## config.mk

```make
export PLATFORM = sky130hd
export DESIGN_NAME = seven_segment_scan_blink_driver
export DESIGN_NICKNAME = d
export VERILOG_FILES = /design/src/rtl/ssd_pkg.sv /design/src/rtl/ssd_fill.sv /design/src/rtl/ssd_store.sv /design/src/rtl/seven_segment_scan_blink_driver.sv
export SDC_FILE = /design/constraint.sdc
export NUM_CORES = 1
export LEC_CHECK = 0
export ABC_AREA = 0
export BUFFER_PORTS_ARGS = -buffer_cell sky130_fd_sc_hd__buf_2
export CAP_MARGIN = 30
export CORE_UTILIZATION = 50
export CTS_CLUSTER_SIZE = 28
export DETAILED_ROUTE_END_ITERATION = 16
export PLACE_DENSITY = 0.68
export SYNTH_ARGS = -nofsm -noshare
export SYNTH_HDL_FRONTEND = slang
export SYNTH_SLANG_ARGS = --single-unit
```

## constraint.sdc

```tcl
create_clock -name clk -period 7.8 [get_ports clk]
set_input_delay 0.39 -clock clk [delete_from_list [all_inputs] [get_ports clk]]
set_output_delay 0.39 -clock clk [all_outputs]
set_load 0.05 [all_outputs]
```

## src/rtl/ssd_pkg.sv

```systemverilog
// shared types, codes and segment font for the seven-segment scan driver
package ssd_pkg;

  localparam int DIGIT_COUNT = 4;
  localparam int IDX_W = $clog2(DIGIT_COUNT);
  localparam int SEG_W = 8;
  localparam int ROW_W = DIGIT_COUNT * SEG_W;
  localparam int CFG_W = 16;

  localparam logic [2:0] OP_SCAN       = 3'd0;
  localparam logic [2:0] OP_MS_TICK    = 3'd1;
  localparam logic [2:0] OP_NUM_BLANK  = 3'd2;
  localparam logic [2:0] OP_NUM_ZERO   = 3'd3;
  localparam logic [2:0] OP_ERROR      = 3'd4;
  localparam logic [2:0] OP_PASS_FAIL  = 3'd5;
  localparam logic [2:0] OP_TWO_DIGIT  = 3'd6;

  localparam logic [1:0] REG_DRIVE_MODE   = 2'd0;
  localparam logic [1:0] REG_BLINK_MASK   = 2'd1;
  localparam logic [1:0] REG_BLINK_PERIOD = 2'd2;
  localparam logic [1:0] REG_COMMON_ANODE = 2'd3;

  localparam logic [1:0] MODE_DARK   = 2'd0;
  localparam logic [1:0] MODE_NORMAL = 2'd1;
  localparam logic [1:0] MODE_BLINK  = 2'd2;

  localparam logic [7:0] SEG_BLANK = 8'h00;
  localparam logic [7:0] SEG_E     = 8'h79;
  localparam logic [7:0] SEG_R     = 8'h77;
  localparam logic [31:0] PASS_ROW = {8'h6D, 8'h6D, 8'h77, 8'h73};
  localparam logic [31:0] FAIL_ROW = {8'h38, 8'h30, 8'h77, 8'h71};

  typedef struct packed {
    logic [2:0]  op;
    logic [15:0] value;
  } in_item_t;

  typedef struct packed {
    logic [3:0] digit_enable;
    logic [7:0] segment_lines;
  } out_item_t;

  typedef struct packed {
    logic             we;
    logic [ROW_W-1:0] row;
  } fill_t;

  function automatic logic [7:0] font(input logic [3:0] d);
    logic [7:0] s;
    case (d)
      4'd0: s = 8'h3F;
      4'd1: s = 8'h06;
      4'd2: s = 8'h5B;
      4'd3: s = 8'h4F;
      4'd4: s = 8'h66;
      4'd5: s = 8'h6D;
      4'd6: s = 8'h7D;
      4'd7: s = 8'h07;
      4'd8: s = 8'h7F;
      4'd9: s = 8'h6F;
      default: s = SEG_BLANK;
    endcase
    return s;
  endfunction

endpackage

```

## src/rtl/ssd_fill.sv

```systemverilog
// pattern encoder: turns a write item into a full row of digit segments
module ssd_fill (
  input  logic            fire,
  input  ssd_pkg::in_item_t item,
  output ssd_pkg::fill_t  fill
);
  import ssd_pkg::*;

  logic [15:0] v;
  logic [13:0] lo;
  logic        in_range;
  logic [28:0] prod1000;
  logic [27:0] prod100;
  logic [29:0] prod10;
  logic [3:0]  q1000;
  logic [6:0]  q100;
  logic [9:0]  q10;
  logic [3:0]  d0, d1, d2, d3;
  logic [7:0]  lead;
  logic [7:0]  g0, g1, g2;

  always_comb begin
    v        = item.value;
    lo       = v[13:0];
    in_range = v <= 16'd9999;
    prod1000 = 29'(lo) * 29'd16778;
    prod100  = 28'(lo) * 28'd10486;
    prod10   = 30'(lo) * 30'd52429;
    q1000    = prod1000[27:24];
    q100     = prod100[26:20];
    q10      = prod10[28:19];
    d0       = q1000;
    d1       = 4'(q100 - 7'(q1000) * 7'd10);
    d2       = 4'(q10 - 10'(q100) * 10'd10);
    d3       = 4'(lo - 14'(q10) * 14'd10);
    lead     = (item.op == OP_NUM_ZERO) ? font(4'd0) : SEG_BLANK;
    g0       = (lo < 14'd1000) ? lead : font(d0);
    g1       = (lo < 14'd100) ? lead : font(d1);
    g2       = (lo < 14'd10) ? lead : font(d2);
    fill.we  = 1'b0;
    fill.row = '0;
    case (item.op)
      OP_NUM_BLANK, OP_NUM_ZERO: begin
        fill.we = fire;
        if (in_range) fill.row = {font(d3), g2, g1, g0};
      end
      OP_ERROR: begin
        fill.we  = fire && (v <= 16'd3);
        fill.row = {font(v[3:0]), SEG_R, SEG_R, SEG_E};
      end
      OP_PASS_FAIL: begin
        fill.we  = fire && (v <= 16'd1);
        fill.row = v[0] ? FAIL_ROW : PASS_ROW;
      end
      OP_TWO_DIGIT: begin
        fill.we = fire;
        if (v <= 16'd99) fill.row = {font(d3), font(d2), SEG_BLANK, SEG_BLANK};
      end
      default: fill.we = 1'b0;
    endcase
  end

endmodule

```

## src/rtl/ssd_store.sv

```systemverilog
// segment store: two-bank synchronous memory, new rows land in the idle bank
module ssd_store (
  input  logic                    clk,
  input  logic                    rst,
  input  ssd_pkg::fill_t          fill,
  input  logic                    rd_en,
  output logic [ssd_pkg::ROW_W-1:0] rd_data
);
  import ssd_pkg::*;

  logic [ROW_W-1:0] mem [2];
  logic [ROW_W-1:0] rd_raw;
  logic [1:0]       bank_valid;
  logic             active;
  logic             rd_valid;

  always_ff @(posedge clk) begin
    if (fill.we) mem[~active] <= fill.row;
    if (rd_en) rd_raw <= mem[active];
  end

  always_ff @(posedge clk) begin
    if (rst) begin
      bank_valid <= '0;
      active     <= 1'b0;
      rd_valid   <= 1'b0;
    end else begin
      if (fill.we) begin
        bank_valid[~active] <= 1'b1;
        active              <= ~active;
      end
      if (rd_en) rd_valid <= bank_valid[active];
    end
  end

  // a bank never written reads as all blank
  assign rd_data = rd_valid ? rd_raw : '0;

endmodule

```

## src/rtl/seven_segment_scan_blink_driver.sv

```systemverilog
// Four-digit multiplexed seven-segment driver with blinking. One item is
// accepted per clock while input ready is high: scan ticks, millisecond
// ticks and pattern writes. A scan tick reads the two-bank segment memory
// into the memory read stage at its transfer edge, and the output register
// loads from that stage once it can advance. Input ready drops only while
// both the memory read stage and the output register hold results the
// consumer has not taken. Pattern writes update the whole display row and
// are visible to the next scan.
module seven_segment_scan_blink_driver (
  input  logic                      clk,
  input  logic                      rst,
  input  logic                      in_valid,
  output logic                      in_ready,
  input  ssd_pkg::in_item_t         in_data,
  output logic                      out_valid,
  input  logic                      out_ready,
  output ssd_pkg::out_item_t        out_data,
  input  logic                      cfg_we,
  input  logic [1:0]                cfg_index,
  input  logic [ssd_pkg::CFG_W-1:0] cfg_wdata
);
  import ssd_pkg::*;

  logic [1:0]       drive_mode;
  logic [3:0]       blink_mask;
  logic [15:0]      blink_period_ms;
  logic             common_anode;

  logic [IDX_W-1:0] scan_index, scan_index_next;
  logic             blink_phase_on, blink_phase_on_next;
  logic [15:0]      elapsed_ms, elapsed_ms_next;
  logic [3:0]       en_next;

  logic             in_fire, scan_fire;
  logic             s1_valid, s1_adv;
  logic [3:0]       s1_en;
  logic [IDX_W-1:0] s1_idx;
  logic             s1_anode;
  logic [7:0]       s1_seg;

  fill_t            fill;
  logic [ROW_W-1:0] row;

  assign s1_adv    = !out_valid || out_ready;
  assign in_ready  = !s1_valid || s1_adv;
  assign in_fire   = in_valid && in_ready;
  assign scan_fire = in_fire && (in_data.op == OP_SCAN);

  ssd_fill u_fill (
    .fire (in_fire),
    .item (in_data),
    .fill (fill)
  );

  ssd_store u_store (
    .clk     (clk),
    .rst     (rst),
    .fill    (fill),
    .rd_en   (scan_fire),
    .rd_data (row)
  );

  // configuration
  always_ff @(posedge clk) begin
    if (rst) begin
      drive_mode      <= MODE_DARK;
      blink_mask      <= '0;
      blink_period_ms <= '0;
      common_anode    <= 1'b1;
    end else if (cfg_we) begin
      case (cfg_index)
        REG_DRIVE_MODE:   drive_mode      <= cfg_wdata[1:0];
        REG_BLINK_MASK:   blink_mask      <= cfg_wdata[3:0];
        REG_BLINK_PERIOD: blink_period_ms <= cfg_wdata;
        REG_COMMON_ANODE: common_anode    <= cfg_wdata[0];
        default: ;
      endcase
    end
  end

  // scan and blink timing
  always_comb begin
    scan_index_next     = scan_index;
    blink_phase_on_next = blink_phase_on;
    elapsed_ms_next     = elapsed_ms;
    en_next             = '0;
    if (in_fire) begin
      case (in_data.op)
        OP_SCAN: begin
          scan_index_next = IDX_W'(scan_index + 1'b1);
          if (drive_mode == MODE_NORMAL) begin
            en_next[scan_index] = 1'b1;
          end else if (drive_mode == MODE_BLINK) begin
            en_next[scan_index] = !blink_mask[scan_index] || blink_phase_on;
            if (elapsed_ms > blink_period_ms) begin
              blink_phase_on_next = !blink_phase_on;
              elapsed_ms_next     = '0;
            end
          end
        end
        OP_MS_TICK: begin
          if (elapsed_ms != 16'hFFFF) elapsed_ms_next = elapsed_ms + 16'd1;
        end
        default: ;
      endcase
    end
  end

  always_ff @(posedge clk) begin
    if (rst) begin
      scan_index     <= '0;
      blink_phase_on <= 1'b0;
      elapsed_ms     <= '0;
    end else begin
      scan_index     <= scan_index_next;
      blink_phase_on <= blink_phase_on_next;
      elapsed_ms     <= elapsed_ms_next;
    end
  end

  // memory read stage
  always_ff @(posedge clk) begin
    if (rst) begin
      s1_valid <= 1'b0;
    end else if (scan_fire) begin
      s1_valid <= 1'b1;
    end else if (s1_adv) begin
      s1_valid <= 1'b0;
    end
  end

  always_ff @(posedge clk) begin
    if (scan_fire) begin
      s1_en    <= en_next;
      s1_idx   <= scan_index;
      s1_anode <= common_anode;
    end
  end

  assign s1_seg = row[s1_idx*SEG_W +: SEG_W];

  // output register
  always_ff @(posedge clk) begin
    if (rst) begin
      out_valid <= 1'b0;
    end else if (s1_valid && s1_adv) begin
      out_valid <= 1'b1;
    end else if (out_ready) begin
      out_valid <= 1'b0;
    end
  end

  always_ff @(posedge clk) begin
    if (s1_valid && s1_adv) begin
      out_data.digit_enable  <= s1_en;
      out_data.segment_lines <= s1_anode ? ~s1_seg : s1_seg;
    end
  end

endmodule

```

Yosys cells after proc, flatten, opt, wreduce, memory -nomap -nowiden
Memories as Yosys holds them, arrays and structs flattened. A register that Yosys moved wholly into a read port is not among the register bits.
Index checks and enable logic that the tools add are counted.
Widths: inputs -> output; s select.
{ "word_totals": {"reg_bits": 67, "ramBits": 64, "mem_bits_ro": 784, "in_bits": 42, "out_inout_bits": 14, "elab_cells": 131, "n_memories": 8} }
{ "op_classes": {"add_sub_neg": 5, "n_mul": 6, "magnitude_cmp": 13, "n_eq_ne": 16, "shift": 1, "muxes": 32, "bitwise_logic": 5, "reduce_logical": 28} }
{ "mem_list": {"columns": ["memory", "depth", "word_bits", "read_ports", "rd_ports_with_merged_regs", "write_ports", "line", "text"], "rows": [
  ["(name not given)", 16, 7, 1, 0, 0, "ssd_pkg.sv:50", "case (d)"],
  ["(name not given)", 16, 7, 1, 0, 0, "ssd_pkg.sv:50", null],
  ["(name not given)", 16, 7, 1, 0, 0, "ssd_pkg.sv:50", null],
  ["(name not given)", 16, 7, 1, 0, 0, "ssd_pkg.sv:50", null],
  ["(name not given)", 16, 7, 1, 0, 0, "ssd_pkg.sv:50", null],
  ["(name not given)", 16, 7, 1, 0, 0, "ssd_pkg.sv:50", null],
  ["+2 memories", null, null, null, null, null, null, null]
]} }
{ "ops": {"columns": ["operator", "n"], "rows": [
  ["$pmux 32 s4", 1],
  ["$mux 32", 3],
  ["$mux 16", 4],
  ["$mux 8", 4],
  ["$pmux 16 s2", 1],
  ["$shiftx 32x6->8", 1],
  ["$mux 31", 1],
  ["$mul 14x16->29 const B", 1],
  ["$mul 14x14->27 const B", 1],
  ["$mul 14x13->26 const B", 1],
  ["$add 16x1->16 const B", 1],
  ["$gt 16x16->1", 1],
  ["$le 16x1->1 const B", 1],
  ["$le 16x14->1 const B", 1],
  ["$le 16x2->1 const B", 1],
  ["$le 16x7->1 const B", 1],
  ["$ne 16x16->1 const B", 1],
  ["$lt 14x10->1 const B", 1],
  ["$lt 14x4->1 const B", 1],
  ["$lt 14x7->1 const B", 1],
  ["$sub 4x4->4", 3],
  ["$mux 1", 11],
  ["$mul 10x3->3 const B", 1],
  ["$reduce_and 2->1", 5],
  ["other kinds (34)", 58]
]} }

Logic depth before layout (Yosys ltp)
{ "logic_depth": {"ltp_word": 8, "depth_mapped": 30} }

Hierarchy
From an unflattened synthesis, not the netlist that was laid out.
{ "hier_totals": {"cells_unflattened": 1604, "area_unflattened_um2": 16659.7} }
{ "modules_own_cells": {"columns": ["module", "n_inst", "cells_per_inst", "area_per_inst_um2"], "rows": [
  ["ssd_fill", 1, 1072, 9527.9],
  ["ssd_store", 1, 183, 3777.4],
  ["seven_segment_scan_blink_driver", 1, 349, 3354.5]
]} }

Worst setup path after synthesis
OpenSTA, ideal clock, no wires.
{ "synth_timing": {"kind": "in2reg", "from": "input in_data[12] in the netlist's numbering", "to": "memory u_store.mem[0][22] in the netlist's numbering (data pin)", "arrival_ns": 7.023, "required_ns": 7.645, "slack_ns": 0.622, "stages": 28, "path_buffers": 0, "cell_sequence": "inv_1 ha_1 inv_1 fa_1 fa_1 fa_1 inv_1 fa_1 inv_1 fa_1 inv_1 ha_1 nand3_1 o221ai_1 a21oi_1 a31oi_1 xor2_1 inv_1 ha_1 fa_1 xor2_1 xnor2_1 xnor2_1 xnor3_1 xnor2_4 nor2_2 a311o_1 o21ai_1"} }
{ "synth_lines": {"columns": ["element", "line", "text"], "rows": [
  ["from (decl)", "seven_segment_scan_blink_driver.sv:14", "input ssd_pkg::in_item_t in_data,"],
  ["to (decl)", "ssd_store.sv:11", "logic [ROW_W-1:0] mem [2];"]
]} }

==> out/results.ini <==
[floorplanning]
row_count=64
start_util=0.5082
ios=56
fp.dieH_um=178.1
core_sq_um=30510
die_width_um=178.1
dieArea_sq_um=31720

[logic_synthesis]
synth_flop_cell=edfxtp_1
synth_commonest_cells=inv_1 (331), ha_1 (287), fa_1 (134), edfxtp_1 (103), nand2_1 (80)
synth_area_leaders=ha_1 (23%), edfxtp_1 (20%), fa_1 (17%)
yosysTopAreaCell=ha_1
ys_ff_latch=151
yosysMostFrequentCell=inv_1
async_flop_share=0
synth_edf_count=103
syn_area_sq_um=15500
ys_seq_area_frac=0.2615
synth_cells=1504
ys_types=78
syn_nets=1967
synth_top_area_frac=0.2316
synth.avg_cell_area_sq_um=10.31
synth_warnings=0

[pwr]
static-leakage-power_nw=8.167
powerDensity_nw_per_um2=429.1
peakVddDrop_mv=0.6452
p_total_mw=7.296

[timing]
finalSetupTns_ns=0
finalSetupViolCount=0
finalCritPeriodShare=0.9172
min_period_ns=7.154
skew_ns=0.008255
maxSlewHeadroom=0.3298
max_freq_mhz=139.8
hold_viol=0
tightest_slew_ns=1.003
maxSlewViolCount=0
rsz0062_at_grt=no

[cts]
clkTransAtPathRegs_ns=0.06
cts.sink_count=151
cts_buffer_depth=2
ctsRootBufferMaster=clkbuf_16
cts_tree=done
clkLatencyLatePin_ns=0.41
cts_setup_buffers=0
cts_max_level=4
tritoncts.num_buffers=17
cts_resized=0
hold_buffers=0

[routing]
drtIter0Drc=687
drc=0
routed_via_density=5.357
num_vias=10666
drt-pass1-iter-count=5
routedWlPerCell_um=17.37
ant_nets=0
finalWirelength_mm=34.59

[worst_setup_path]
r2r_cells=12
reg2reg_from=blink_period_ms[1]
cp_slowest_cell=fa_1
crit_path_max_fanout=10
worst_r2r_endpoint=elapsed_ms[5]
path_class=primary input to flip-flop
critPathRequiredTime_ns=8.05
worstPathArrival_ns=7.40
endpoint_kind=flip-flop
reg2reg_slack_ns=4.52
cpPeakStageDelay_ns=0.62
start_kind=primary input

[cells_and_area]
syn_to_final_growth_pct=9.660
multiInputGateArea_sq_um=10110
fin_nets=2045
final_cells=1991
seqCellArea_sq_um=4054
fillCellCount=2637
antenna_cells=0
drive_above_1_share=0.1122

[grt]
grt_pass1_vias=10965
grt_pass1_wl_mm=56.45
gr-total-overflow=0
grt_max_degree=41
antenna_found_initial=0
grt_usage=0.2316

[status]
outcome=finished, final reports clean

[worst_hold_path]
whs_endpoint=blink_period_ms[12]
min-delay-start=cfg_wdata[12]
hold_class=primary input to flip-flop
holdPathStages=3

[placed_design]
port_buffers=55
dp_cells=1958
gp_congestion=0.9533
hpwl_mm=28.72

[flow_run]
drv_cap=0

registers in the layout (all words and copies together), names as in the netlist:
signal	cells
scan_index	2
out_valid	1
u_store.rd_raw	28
u_store.rd_valid	1
s1_valid	1
blink_mask	4
drive_mode	2
out_data	12
s1_anode	1
u_store.mem	56
common_anode	1
elapsed_ms	16
blink_period_ms	16
blink_phase_on	1
s1_en	4
u_store.bank_valid	2
s1_idx	2
u_store.active	1
cells by family (layout without fill, tap and decap cells):
family / count (synthesis) / after routing / synth area share
buffers and inverters: 358 / 449 / 0.08731
multiplexers: 47 / 47 / 0.03906
AO/OA/AOI/OAI: 204 / 204 / 0.08667
adder cells (fa/ha/maj): 421 / 421 / 0.4046
XOR/XNOR: 54 / 54 / 0.03494
AND/OR/NAND/NOR: 269 / 269 / 0.08594
flip-flops: 151 / 151 / 0.2615
report_power, final:
group	internal (mW)	switching [mW]
sequential	0.943	0.0107
clock	0.482	0.319
combinational	2.35	3.19
total	3.78	3.52
how the worst max path moves through the flow:
stage                                     to  depth (start not counted)        start  slack, ns
final                     u_store.mem[1][22]                         29   in_data[8]       0.65
after global routing      u_store.mem[1][22]                         29   in_data[9]       0.22
after CTS                 u_store.mem[1][22]                         29  in_data[12]       0.64
after detailed placement  u_store.mem[0][22]                         29  in_data[12]       0.23
after global placement    u_store.mem[0][22]                         29  in_data[12]       0.32
after floorplan           u_store.mem[0][22]                         28  in_data[12]       0.62
per-layer routing:
layer  vias to the layer above  GRT usage  share of wire
li1                       5194          -              -
met1                      5203     0.2952           0.44
met2                       213     0.4074           0.50
met3                        56    0.02280          0.029
met4                         0    0.08155          0.032
met5                         -          0              0
final cells by class:
class	count	share of cell area
inverters	331	0.07307
clock buffers	20	0.02826
multi-input cells	995	0.5947
flip-flops and latches	151	0.2384
repair buffers	86	0.02988
well taps	396	0.02914
clock inverters	12	0.006549
cell usage in the layout (no fill, tap or decap), types with 6 or more instances in the layout:
| master | synthesis | routed |
|---|---|---|
| a211oi_1 | 9 | 9 |
| a21o_1 | 20 | 20 |
| a21oi_1 | 71 | 71 |
| a31oi_1 | 10 | 10 |
| and2_1 | 12 | 12 |
| and3_1 | 8 | 8 |
| buf_2 | 2 | 55 |
| buf_4 | 0 | 31 |
| clkbuf_16 | 0 | 19 |
| dfxtp_1 | 48 | 48 |
| edfxtp_1 | 103 | 103 |
| fa_1 | 134 | 134 |
| ha_1 | 287 | 287 |
| inv_1 | 331 | 331 |
| mux2_2 | 28 | 28 |
| mux2i_1 | 11 | 11 |
| mux4_2 | 8 | 8 |
| nand2_1 | 80 | 80 |
| nand2b_1 | 10 | 10 |
| nand3_1 | 25 | 25 |
| nand3b_1 | 6 | 6 |
| nand4_1 | 14 | 14 |
| nor2_1 | 67 | 65 |
| nor2b_1 | 11 | 11 |
| nor3_1 | 9 | 9 |
| o211ai_1 | 11 | 11 |
| o21ai_0 | 22 | 22 |
| xnor2_1 | 29 | 29 |
| xor2_1 | 20 | 20 |
worst max-delay path, delay by kind of cell:
family / cells / cell delay (ns)
simple gates: 2 / 0.18
fa+ha+maj: 9 / 3.87
compound gates: 5 / 1.07
xor+xnor: 6 / 1.39
buf+inv: 7 / 0.48
metrics by stage:
step / hold slack [ns] / util / instance area [sq um] / setup slack [ns]
2_1_floorplan: 0.4003 / - / 15500 / 0.6223
3_3_place_gp: 0.4005 / 0.5372 / 16390 / 0.3245
5_1_grt: 0.1923 / 0.5573 / 17000 / 0.2190
4_1_cts: 0.1950 / 0.5570 / 17000 / 0.6426
3_5_place_dp: 0.4062 / 0.5376 / 16400 / 0.2322
6_report: 0.2075 / 0.5573 / 17000 / 0.6458
Note: power is estimated with default switching activity, not from simulation.
